[config.mk]
export PLATFORM = sky130hd
export DESIGN_NAME = djb2_counting_hash_table_core
export DESIGN_NICKNAME = d
export VERILOG_FILES = /design/src/rtl/djb2ht_pkg.sv /design/src/rtl/djb2_counting_hash_table_core.sv
export SDC_FILE = /design/constraint.sdc
export NUM_CORES = 2
export LEC_CHECK = 0
export BUFFER_PORTS_ARGS = -buffer_cell sky130_fd_sc_hd__buf_2
export CAP_MARGIN = 20
export CORE_MARGIN = 5
export CORE_UTILIZATION = 50
export CTS_CLUSTER_DIAMETER = 100
export DETAILED_ROUTE_END_ITERATION = 10
export PLACE_DENSITY = 0.66
export SLEW_MARGIN = 40
export SYNTH_ARGS = -nofsm -noshare
export SYNTH_HDL_FRONTEND = slang
export SYNTH_SLANG_ARGS = --single-unit
[constraint.sdc]
create_clock -name i_clk -period 26.2 [get_ports i_clk]
set_clock_uncertainty 0.15 [all_clocks]
set_input_delay 5.24 -clock i_clk [delete_from_list [all_inputs] [get_ports i_clk]]
set_output_delay 5.24 -clock i_clk [all_outputs]
set_load 0.02 [all_outputs]
[src/rtl/djb2ht_pkg.sv]
`timescale 1ns / 1ps
`default_nettype none
// Shared constants and state type for the djb2 counting hash table.
// No dependencies; imported by djb2_counting_hash_table_core.

package djb2ht_pkg;

    localparam int HASH_W             = 64;
    localparam int COUNT_W            = 32;
    localparam int BYTE_W             = 8;
    localparam int SLOT_OUT_W         = 4;
    localparam int HASH_SHIFT         = 5;
    localparam int TABLE_SIZE_DEFAULT = 16;

    localparam logic [HASH_W-1:0] HASH_START = HASH_W'(5381);

    typedef enum logic [2:0] {
        S_CLEAR,
        S_IDLE,
        S_MOD,
        S_READ,
        S_CHECK
    } t_state;

endpackage

`default_nettype wire

[src/rtl/djb2_counting_hash_table_core.sv]
`timescale 1ns / 1ps
`default_nettype none
// djb2 counting hash table: byte-serial hashing and a linear-probing count table.
// Depends on djb2ht_pkg for constants and the state type.

// Key bytes are taken one per cycle while busy is low; a byte without the last
// mark leaves busy low. On the last byte the 64-bit hash is reduced modulo
// TABLE_SIZE by a shift-subtract unit that folds one hash byte per cycle,
// then the table memory is probed slot by slot (read, then compare), so a key
// holds busy through the reduction and all its probes, with probes from 1 to
// TABLE_SIZE. Each key yields one word on the result ports, marked by o_valid for
// exactly one cycle; the receiver cannot stall it, and the next key may start
// in that same cycle. After reset the block sweeps the table memory clear, one
// slot per cycle, holding busy high until every slot is cleared.

module djb2_counting_hash_table_core
    import djb2ht_pkg::*;
#(
    parameter int TABLE_SIZE = TABLE_SIZE_DEFAULT
) (
    input  wire logic                  i_clk,
    input  wire logic                  i_rst_n,
    input  wire logic                  start,
    output logic                       busy,
    input  wire logic [BYTE_W-1:0]     i_key_byte,
    input  wire logic                  i_last_byte,
    output logic                       o_valid,
    output logic [SLOT_OUT_W-1:0]      o_slot_index,
    output logic [COUNT_W-1:0]         o_slot_count,
    output logic [HASH_W-1:0]          o_stored_hash,
    output logic                       o_table_full
);

    localparam int IDX_W   = $clog2(TABLE_SIZE);
    localparam int MOD_W   = IDX_W + BYTE_W;
    localparam int ENTRY_W = COUNT_W + HASH_W;
    localparam logic [IDX_W-1:0] LAST_IDX = IDX_W'(TABLE_SIZE - 1);

    t_state                r_state, n_state;
    logic [HASH_W-1:0]     r_hash, n_hash;
    logic [HASH_W-1:0]     r_probe, n_probe;
    logic [IDX_W-1:0]      r_idx, n_idx;
    logic [IDX_W-1:0]      r_tries, n_tries;
    logic [2:0]            r_mod_cnt, n_mod_cnt;
    logic                  r_valid, n_valid;
    logic [IDX_W-1:0]      r_out_idx, n_out_idx;
    logic [COUNT_W-1:0]    r_out_count, n_out_count;
    logic [HASH_W-1:0]     r_out_hash, n_out_hash;
    logic                  r_out_full, n_out_full;

    logic [ENTRY_W-1:0]    r_table [TABLE_SIZE];
    logic [ENTRY_W-1:0]    r_rd_data;

    logic                  accept;
    logic [HASH_W-1:0]     hash_upd;
    logic [BYTE_W-1:0]     mod_byte;
    logic [MOD_W-1:0]      mod_x;
    logic [IDX_W-1:0]      mod_rem;
    logic [COUNT_W-1:0]    rd_count;
    logic [HASH_W-1:0]     rd_key;
    logic [COUNT_W-1:0]    count_inc;
    logic                  hit;
    logic                  probes_done;
    logic [IDX_W-1:0]      idx_inc;
    logic                  mem_we;
    logic [ENTRY_W-1:0]    mem_wdata;

    assign busy    = (r_state != S_IDLE);
    assign accept  = start && !busy;
    assign hash_upd = (r_hash << HASH_SHIFT) + r_hash + HASH_W'(i_key_byte);

    assign mod_byte = r_probe[{r_mod_cnt, 3'b000} +: BYTE_W];

    always_comb begin
        mod_x = {r_idx, mod_byte};
        for (int k = 7; k >= 0; k--) begin
            if (mod_x >= (MOD_W'(TABLE_SIZE) << k)) begin
                mod_x = mod_x - (MOD_W'(TABLE_SIZE) << k);
            end
        end
    end
    assign mod_rem = mod_x[IDX_W-1:0];

    assign rd_count    = r_rd_data[ENTRY_W-1:HASH_W];
    assign rd_key      = r_rd_data[HASH_W-1:0];
    assign hit         = (rd_count == '0) || (rd_key == r_probe);
    assign count_inc   = (rd_count == '1) ? rd_count : rd_count + 1'b1;
    assign probes_done = (r_tries == LAST_IDX);
    assign idx_inc     = ((r_probe == '1) || (r_idx == LAST_IDX)) ? '0 : r_idx + 1'b1;

    // next state
    always_comb begin
        n_state = r_state;
        unique case (r_state)
            S_CLEAR: begin
                if (r_idx == LAST_IDX) n_state = S_IDLE;
            end
            S_IDLE: begin
                if (accept && i_last_byte) n_state = S_MOD;
            end
            S_MOD: begin
                if (r_mod_cnt == '0) n_state = S_READ;
            end
            S_READ: begin
                n_state = S_CHECK;
            end
            S_CHECK: begin
                if (hit || probes_done) n_state = S_IDLE;
                else n_state = S_READ;
            end
            default: begin
                n_state = S_IDLE;
            end
        endcase
    end

    // datapath and memory control
    always_comb begin
        n_hash      = r_hash;
        n_probe     = r_probe;
        n_idx       = r_idx;
        n_tries     = r_tries;
        n_mod_cnt   = r_mod_cnt;
        n_valid     = 1'b0;
        n_out_idx   = r_out_idx;
        n_out_count = r_out_count;
        n_out_hash  = r_out_hash;
        n_out_full  = r_out_full;
        mem_we      = 1'b0;
        mem_wdata   = {count_inc, r_probe};
        unique case (r_state)
            S_CLEAR: begin
                mem_we    = 1'b1;
                mem_wdata = '0;
                n_idx     = (r_idx == LAST_IDX) ? '0 : r_idx + 1'b1;
            end
            S_IDLE: begin
                if (accept) begin
                    if (i_last_byte) begin
                        n_hash    = HASH_START;
                        n_probe   = hash_upd;
                        n_idx     = '0;
                        n_tries   = '0;
                        n_mod_cnt = 3'd7;
                    end else begin
                        n_hash = hash_upd;
                    end
                end
            end
            S_MOD: begin
                n_idx     = mod_rem;
                n_mod_cnt = r_mod_cnt - 1'b1;
            end
            S_READ: begin
            end
            S_CHECK: begin
                if (hit) begin
                    mem_we      = 1'b1;
                    n_valid     = 1'b1;
                    n_out_idx   = r_idx;
                    n_out_count = count_inc;
                    n_out_hash  = r_probe;
                    n_out_full  = 1'b0;
                end else if (probes_done) begin
                    n_valid     = 1'b1;
                    n_out_idx   = '0;
                    n_out_count = '0;
                    n_out_hash  = '0;
                    n_out_full  = 1'b1;
                end else begin
                    n_probe = r_probe + 1'b1;
                    n_idx   = idx_inc;
                    n_tries = r_tries + 1'b1;
                end
            end
            default: begin
            end
        endcase
    end

    always_ff @(posedge i_clk) begin
        if (!i_rst_n) begin
            r_state   <= S_CLEAR;
            r_hash    <= HASH_START;
            r_idx     <= '0;
            r_tries   <= '0;
            r_mod_cnt <= '0;
            r_valid   <= 1'b0;
        end else begin
            r_state   <= n_state;
            r_hash    <= n_hash;
            r_idx     <= n_idx;
            r_tries   <= n_tries;
            r_mod_cnt <= n_mod_cnt;
            r_valid   <= n_valid;
        end
    end

    always_ff @(posedge i_clk) begin
        r_probe     <= n_probe;
        r_out_idx   <= n_out_idx;
        r_out_count <= n_out_count;
        r_out_hash  <= n_out_hash;
        r_out_full  <= n_out_full;
    end

    always_ff @(posedge i_clk) begin
        if (mem_we) begin
            r_table[r_idx] <= mem_wdata;
        end
    end

    always_ff @(posedge i_clk) begin
        r_rd_data <= r_table[r_idx];
    end

    assign o_valid       = r_valid;
    assign o_slot_index  = SLOT_OUT_W'(r_out_idx);
    assign o_slot_count  = r_out_count;
    assign o_stored_hash = r_out_hash;
    assign o_table_full  = r_out_full;

    a_valid_after_check: assert property (@(posedge i_clk) disable iff (!i_rst_n)
        o_valid |-> $past(r_state) == S_CHECK)
        else $error("result word without a preceding table check");

    a_hit_count_nonzero: assert property (@(posedge i_clk) disable iff (!i_rst_n)
        (o_valid && !o_table_full) |-> (o_slot_count != '0))
        else $error("counted slot reports a zero count");

    a_full_word_zero: assert property (@(posedge i_clk) disable iff (!i_rst_n)
        (o_valid && o_table_full) |-> (o_slot_count == '0 && o_stored_hash == '0))
        else $error("full-table word carries nonzero payload");

    a_idx_in_range: assert property (@(posedge i_clk) disable iff (!i_rst_n)
        r_idx <= LAST_IDX)
        else $error("slot index beyond table");

    a_last_sets_busy: assert property (@(posedge i_clk) disable iff (!i_rst_n)
        (start && !busy && i_last_byte) |=> busy)
        else $error("last key byte did not start a lookup");

endmodule

`default_nettype wire
=== Yosys cells after proc, flatten, opt, wreduce, memory -nomap -nowiden ===
Memories as Yosys holds them, arrays and structs flattened. A register that Yosys moved wholly into a read port is not among the register bits.
Cells that the tools add are included.

* Order comparisons: 8
* Divide/modulo/power cells: 0
* Muxes and demuxes: 47
* Reductions and logical operators: 20
* Add/subtract/negate cells: 15
* Equal/unequal tests: 17
* Shifts and indexed selects: 1
* Bitwise gates (word level): 0
* Multipliers: 0

{| class="wikitable"
|+ Operators by type and width
! kind !! number
|-
| $mux W64 || 7
|-
| $pmux W64 S2 || 1
|-
| $mux W32 || 3
|-
| $mux W96 || 1
|-
| $mux W12 || 7
|-
| $add A64 B1 Y64 const B || 1
|-
| $add A64 B64 Y64 || 1
|-
| $add A64 B8 Y64 || 1
|-
| $eq A64 B64 Y1 || 1
|-
| $eq A64 B64 Y1 const B || 1
|-
| $shiftx A64 B7 Y8 || 1
|-
| $mux W4 || 11
|-
| $add A32 B1 Y32 const B || 1
|-
| $eq A32 B32 Y1 const B || 1
|-
| $logic_not A32 Y1 || 1
|-
| $pmux W4 S4 || 1
|-
| $mux W3 || 5
|-
| $pmux W3 S5 || 1
|-
| $ne A2 B2 Y1 const B || 7
|-
| $ge A12 B10 Y1 const B || 1
|-
| $ge A12 B11 Y1 const B || 1
|-
| $ge A12 B12 Y1 const B || 1
|-
| $ge A12 B5 Y1 const B || 1
|-
| $ge A12 B6 Y1 const B || 1
|-
| other kinds (32) || 50
|}

* Output and inout port bits: 103
* Flip-flop bits (word level): 244
* ROM bits: 0
* Bits in latches: 0
* Word-level logic and storage cells: 120
* Input port bits: 12
* Bits in writable memories: 1536
* Memories: 1

{| class="wikitable"
|+ Memories
! memory !! words !! width !! read ports !! clocked after memory_dff !! write ports !! RTL line !! RTL
|-
| r_table || 16 || 96 || 1 || 1 || 1 || djb2_counting_hash_table_core.sv:51 || <nowiki>logic [ENTRY_W-1:0] r_table [TABLE_SIZE];</nowiki>
|}

=== Logic depth before layout (Yosys ltp) ===
* Depth in word-level cells: 18
* Gate-level depth with buffers: 14
* Mapped depth without buffers: 14

=== Least setup slack after synthesis ===
No wires, ideal clock.

* Path type: register to register
* Start point: register r_probe[41]
* End point: memory r_table[3][0] (netlist name) (enable)
* Path slack: 14.559 ns
* Setup time: 0.787 ns
* Path buffers: 1
* Cell stages (with the launch flop): 10
* Required time: 25.263 ns
* Period minus slack after synthesis: 11.641 ns
* Data arrival time: 10.705 ns
* Cell sequence: edfxtp_1 clkbuf_1 xor2_1 nor4_1 nand4_1 nor4_1 nor2_1 nor2_1 nor2_1 nor4_1

* Longest elaborated chain between the ends: 6

{| class="wikitable"
|+ RTL lines
! what !! RTL line !! RTL
|-
| start, declared || djb2_counting_hash_table_core.sv:41 || <nowiki>logic [HASH_W-1:0] r_probe, n_probe;</nowiki>
|-
| start signal, assigned || djb2_counting_hash_table_core.sv:200 || <nowiki>r_probe <= n_probe;</nowiki>
|-
| $eq A64 B64 Y1 || djb2_counting_hash_table_core.sv:86 || <nowiki>assign hit = (rd_count == '0) || (rd_key == r_probe);</nowiki>
|-
| $logic_or A1 B1 Y1 || djb2_counting_hash_table_core.sv:86 ||
|-
| $mux W1 || djb2_counting_hash_table_core.sv:157 || <nowiki>if (hit) begin</nowiki>
|-
| $pmux W1 S2 || djb2_counting_hash_table_core.sv:131 || <nowiki>unique case (r_state)</nowiki>
|-
| $mux W1 || djb2_counting_hash_table_core.sv:208 || <nowiki>if (mem_we) begin</nowiki>
|-
| $mux W1 (implied by the code) || djb2_counting_hash_table_core.sv:209 || <nowiki>r_table[r_idx] <= mem_wdata;</nowiki>
|-
| end, declared || djb2_counting_hash_table_core.sv:51 ||
|}

No other way between the ends.

=== Final worst setup path ===
* Start point: input port i_key_byte[5]
* End point: register r_probe[48], data pin

* Longest elaborated chain between the ends: 4

{| class="wikitable"
|+ RTL lines
! what !! RTL line !! RTL
|-
| start, declared || djb2_counting_hash_table_core.sv:25 || <nowiki>input wire logic [BYTE_W-1:0] i_key_byte,</nowiki>
|-
| $add A64 B8 Y64 || djb2_counting_hash_table_core.sv:70 || <nowiki>assign hash_upd = (r_hash << HASH_SHIFT) + r_hash + HASH_W'(i_key_byte);</nowiki>
|-
| $mux W64 || djb2_counting_hash_table_core.sv:139 || <nowiki>if (i_last_byte) begin</nowiki>
|-
| $mux W64 || djb2_counting_hash_table_core.sv:138 || <nowiki>if (accept) begin</nowiki>
|-
| $pmux W64 S2 || djb2_counting_hash_table_core.sv:131 ||
|-
| named net n_probe[48] || djb2_counting_hash_table_core.sv:41 ||
|}

The timed path passes the listed nets, and every way through them passes these cells. The select of a mux whose other input is x is not followed.
A chain may end at the register's enable or synchronous reset.

==> results.json <==
{
  "p_sw_share_pct": 21.5,
  "gp_congestion": 0.886,
  "cp_cell_sequence": "buf_2, inv_1, fa_1, inv_1, ha_1, nand4_1, a211o_1, a21oi_1, nand3_1, a211oi_1, nor2_1, o41ai_1, xnor2_1, a21oi_1",
  "multi_input_area_sq_mm": 0.0213,
  "maxSlewHeadroom_pct": 42.0,
  "setup_tns_ps": 0,
  "async_flop_share_pct": 0,
  "dp_hpwl_um": 108000,
  "max_cap_viol_count": 0,
  "fmax_ghz": 0.114,
  "fillCellCount": 11343,
  "syn_area_sq_mm": 0.0765,
  "die_y_um": 401,
  "die_x_um": 401,
  "finalNetCount": 4465,
  "ys_seq_area_share_pct": 71.3,
  "crit_type": "in2reg",
  "numCtsBuffers": 189,
  "syn_area_per_cell_sq_um": 18.5,
  "stdcell_count": 6517,
  "cts_tree": "built",
  "antenna_found_initial": 9,
  "cts_buffer_depth": 3,
  "p_per_area_mw_per_mm2": 74.3,
  "finalHoldViolCount": 0,
  "cp.required_ps": 26570,
  "place_inst": 6154,
  "cts_root_buf": "clkbuf_16",
  "antenna_left": 0,
  "slowest_stage": "a211oi_1",
  "core_sq_mm": 0.152,
  "dr.pass1.iters": 7,
  "seq_area_sq_mm": 0.0546,
  "combPwrFrac_pct": 5.8,
  "grt_pass1_wl_um": 276000,
  "drt-total-wl_um": 188000,
  "ys_warn_count": 0,
  "end_kind": "flip-flop",
  "port_buffers": 114,
  "cts_resized": 0,
  "syn_to_final_growth_pct": 13.2,
  "internal_power_mw": 5.05,
  "drc": 0,
  "post_cts_buffers": 0,
  "clk_pin_slew_ps": 60,
  "routedWlPerCell_um": 28.8,
  "leakage_nw": 28.7,
  "maxSlewViolCount": 0,
  "min_period_over_period_pct": 33.6,
  "via_count": 39632,
  "synth_nets": 4277,
  "hold_path.class": "reg2reg",
  "ir_worst_vdd_mv": 0.0685,
  "rsz0062_at_grt": "false",
  "final-setup-viol-count": 0,
  "pwr-share-seq_pct": 52.1,
  "startpoint_type": "primary input",
  "synthCells": 4129,
  "io_pins": 115,
  "hold_buffers": 0,
  "synth.distinct_cells": 78,
  "clock_latency_ps": 810,
  "synth-seq-cells": 1876,
  "status": "complete, no violations",
  "cts.htree.levels": 4,
  "grt_util_all_layers_pct": 23.2,
  "slowest_delay_ps": 680,
  "cp.buffers_inverters": 3,
  "die_area_sq_mm": 0.161,
  "routed_via_density": 6.08,
  "ys.flop_type": "edfxtp_1",
  "first_iter_violations": 3853,
  "p_clk_share_pct": 42.1,
  "path_max_fanout": 4,
  "start_util_pct": 50.3,
  "clkSinkCount": 1876,
  "grt_pass1_vias": 40091,
  "synth_edf_count": 1701,
  "drive_gt1_share_pct": 25.5,
  "path_delay_family": "compound AO/OA/AOI/OAI gates",
  "tightest_slew_ps": 869,
  "worstPathArrival_ps": 9170,
  "p_switching_mw": 1.38,
  "overflow": 0,
  "grt_max_degree": 128,
  "fp-row-count": 143,
  "period_needed_ps": 8800
}
[power groups by stage]
stage	logic (mW)	clock network (mW)	registers [mW]
3_5_place_dp	0.372	0	3.41
3_3_place_gp	0.364	0	3.42
5_1_grt	0.392	2.90	3.36
6_report	0.371	2.71	3.35
2_1_floorplan	0.259	0	3.40
4_1_cts	0.374	2.76	3.35
[synthesized netlist by cell type, types with 40 or more instances]
cell         n  area share (%)
ha_1       132             2.2
xnor2_1     84            0.96
mux4_2     488              14
o21ai_0    117            0.77
dfxtp_1    175             4.6
xor2_1     135             1.5
a21o_1      40            0.39
edfxtp_1  1701              67
inv_1       40            0.20
nand4_1     43            0.35
nor2_1     162            0.79
clkbuf_1   181            0.89
a21oi_1     85            0.56
nor2b_1    144             1.2
nand3_1     58            0.38
nand2_1    206             1.0
[worst register-to-register path: cells and delay by family, from the launching register on]
family / cells / cell delay [ps]
simple gates: 8 / 2710
buf+inv: 2 / 1610
flops: 1 / 890
xor+xnor: 1 / 370
[routing by layer]
metal  wire length (um)  track usage (%)
met5                  0                0
met4               4110             5.58
met3              12900             3.80
met2              92500             37.9
met1              78100             33.3
[through the flow]
stage | total power, mW | util [%] | hold slack (ps) | worst slack, ps | instance area [sq um]
floorplan | 3.66 | - | 279 | 14560 | 76500
global placement | 3.78 | 52.4 | 294 | 16660 | 79600
detailed placement | 3.79 | 52.6 | 311 | 16670 | 80000
CTS | 6.49 | 56.8 | 329 | 17530 | 86300
global route | 6.65 | 57.0 | 367 | 17390 | 86600
finish | 6.43 | 57.0 | 326 | 17400 | 86600
[cell usage in the layout, fill, tap and decap left out, types with 59 or more instances in the layout]
cell	count
buf_2	113
dfxtp_1	171
nor2b_1	85
ha_1	132
xnor2_1	84
o21ai_0	117
nor2_1	121
nand2_1	204
clkbuf_16	191
mux4_2	488
edfxtp_1	1701
buf_4	62
xor2_1	135
a21oi_1	85
nor2b_2	59
[sequential cells by signal, indices dropped and copies added (netlist names)]
name,flops
r_idx,4
r_mod_cnt,3
o_table_full,1
r_table,1536
o_slot_index,4
o_stored_hash,64
r_probe,64
r_state,3
o_valid,1
r_hash,64
r_tries,4
o_slot_count,32
r_rd_data,96
[area by class of cell]
cell class | count | area share (%)
antenna | 3 | 0.00866
timing repair buffer | 223 | 1.96
multi-input combinational | 1987 | 24.6
clock inverter | 92 | 1.17
sequential | 1876 | 63.0
inverter | 40 | 0.173
clock buffer | 266 | 6.15
tap | 2030 | 2.93
[final timing paths]
path                                     from        endpoint  slack (ps)  cells past startpoint
worst max-delay path            i_key_byte[5]     r_probe[48]       17400                     14
worst min-delay path               r_hash[59]      r_hash[59]         330                      2
worst max register to register    r_probe[59]  r_table[1][76]       20080                     11
worst min register to register     r_hash[59]      r_hash[59]         330                      2
[logic make-up after synthesis]
logic type,Yosys count,share of synthesized area (%)
compound gates,379,3.19
xor+xnor,219,2.51
fa+ha+maj,136,2.26
buf+inv,266,1.32
flops,1876,71.3
mux,494,14.4
simple gates,759,4.97
Power figures use the tool's default switching activity.
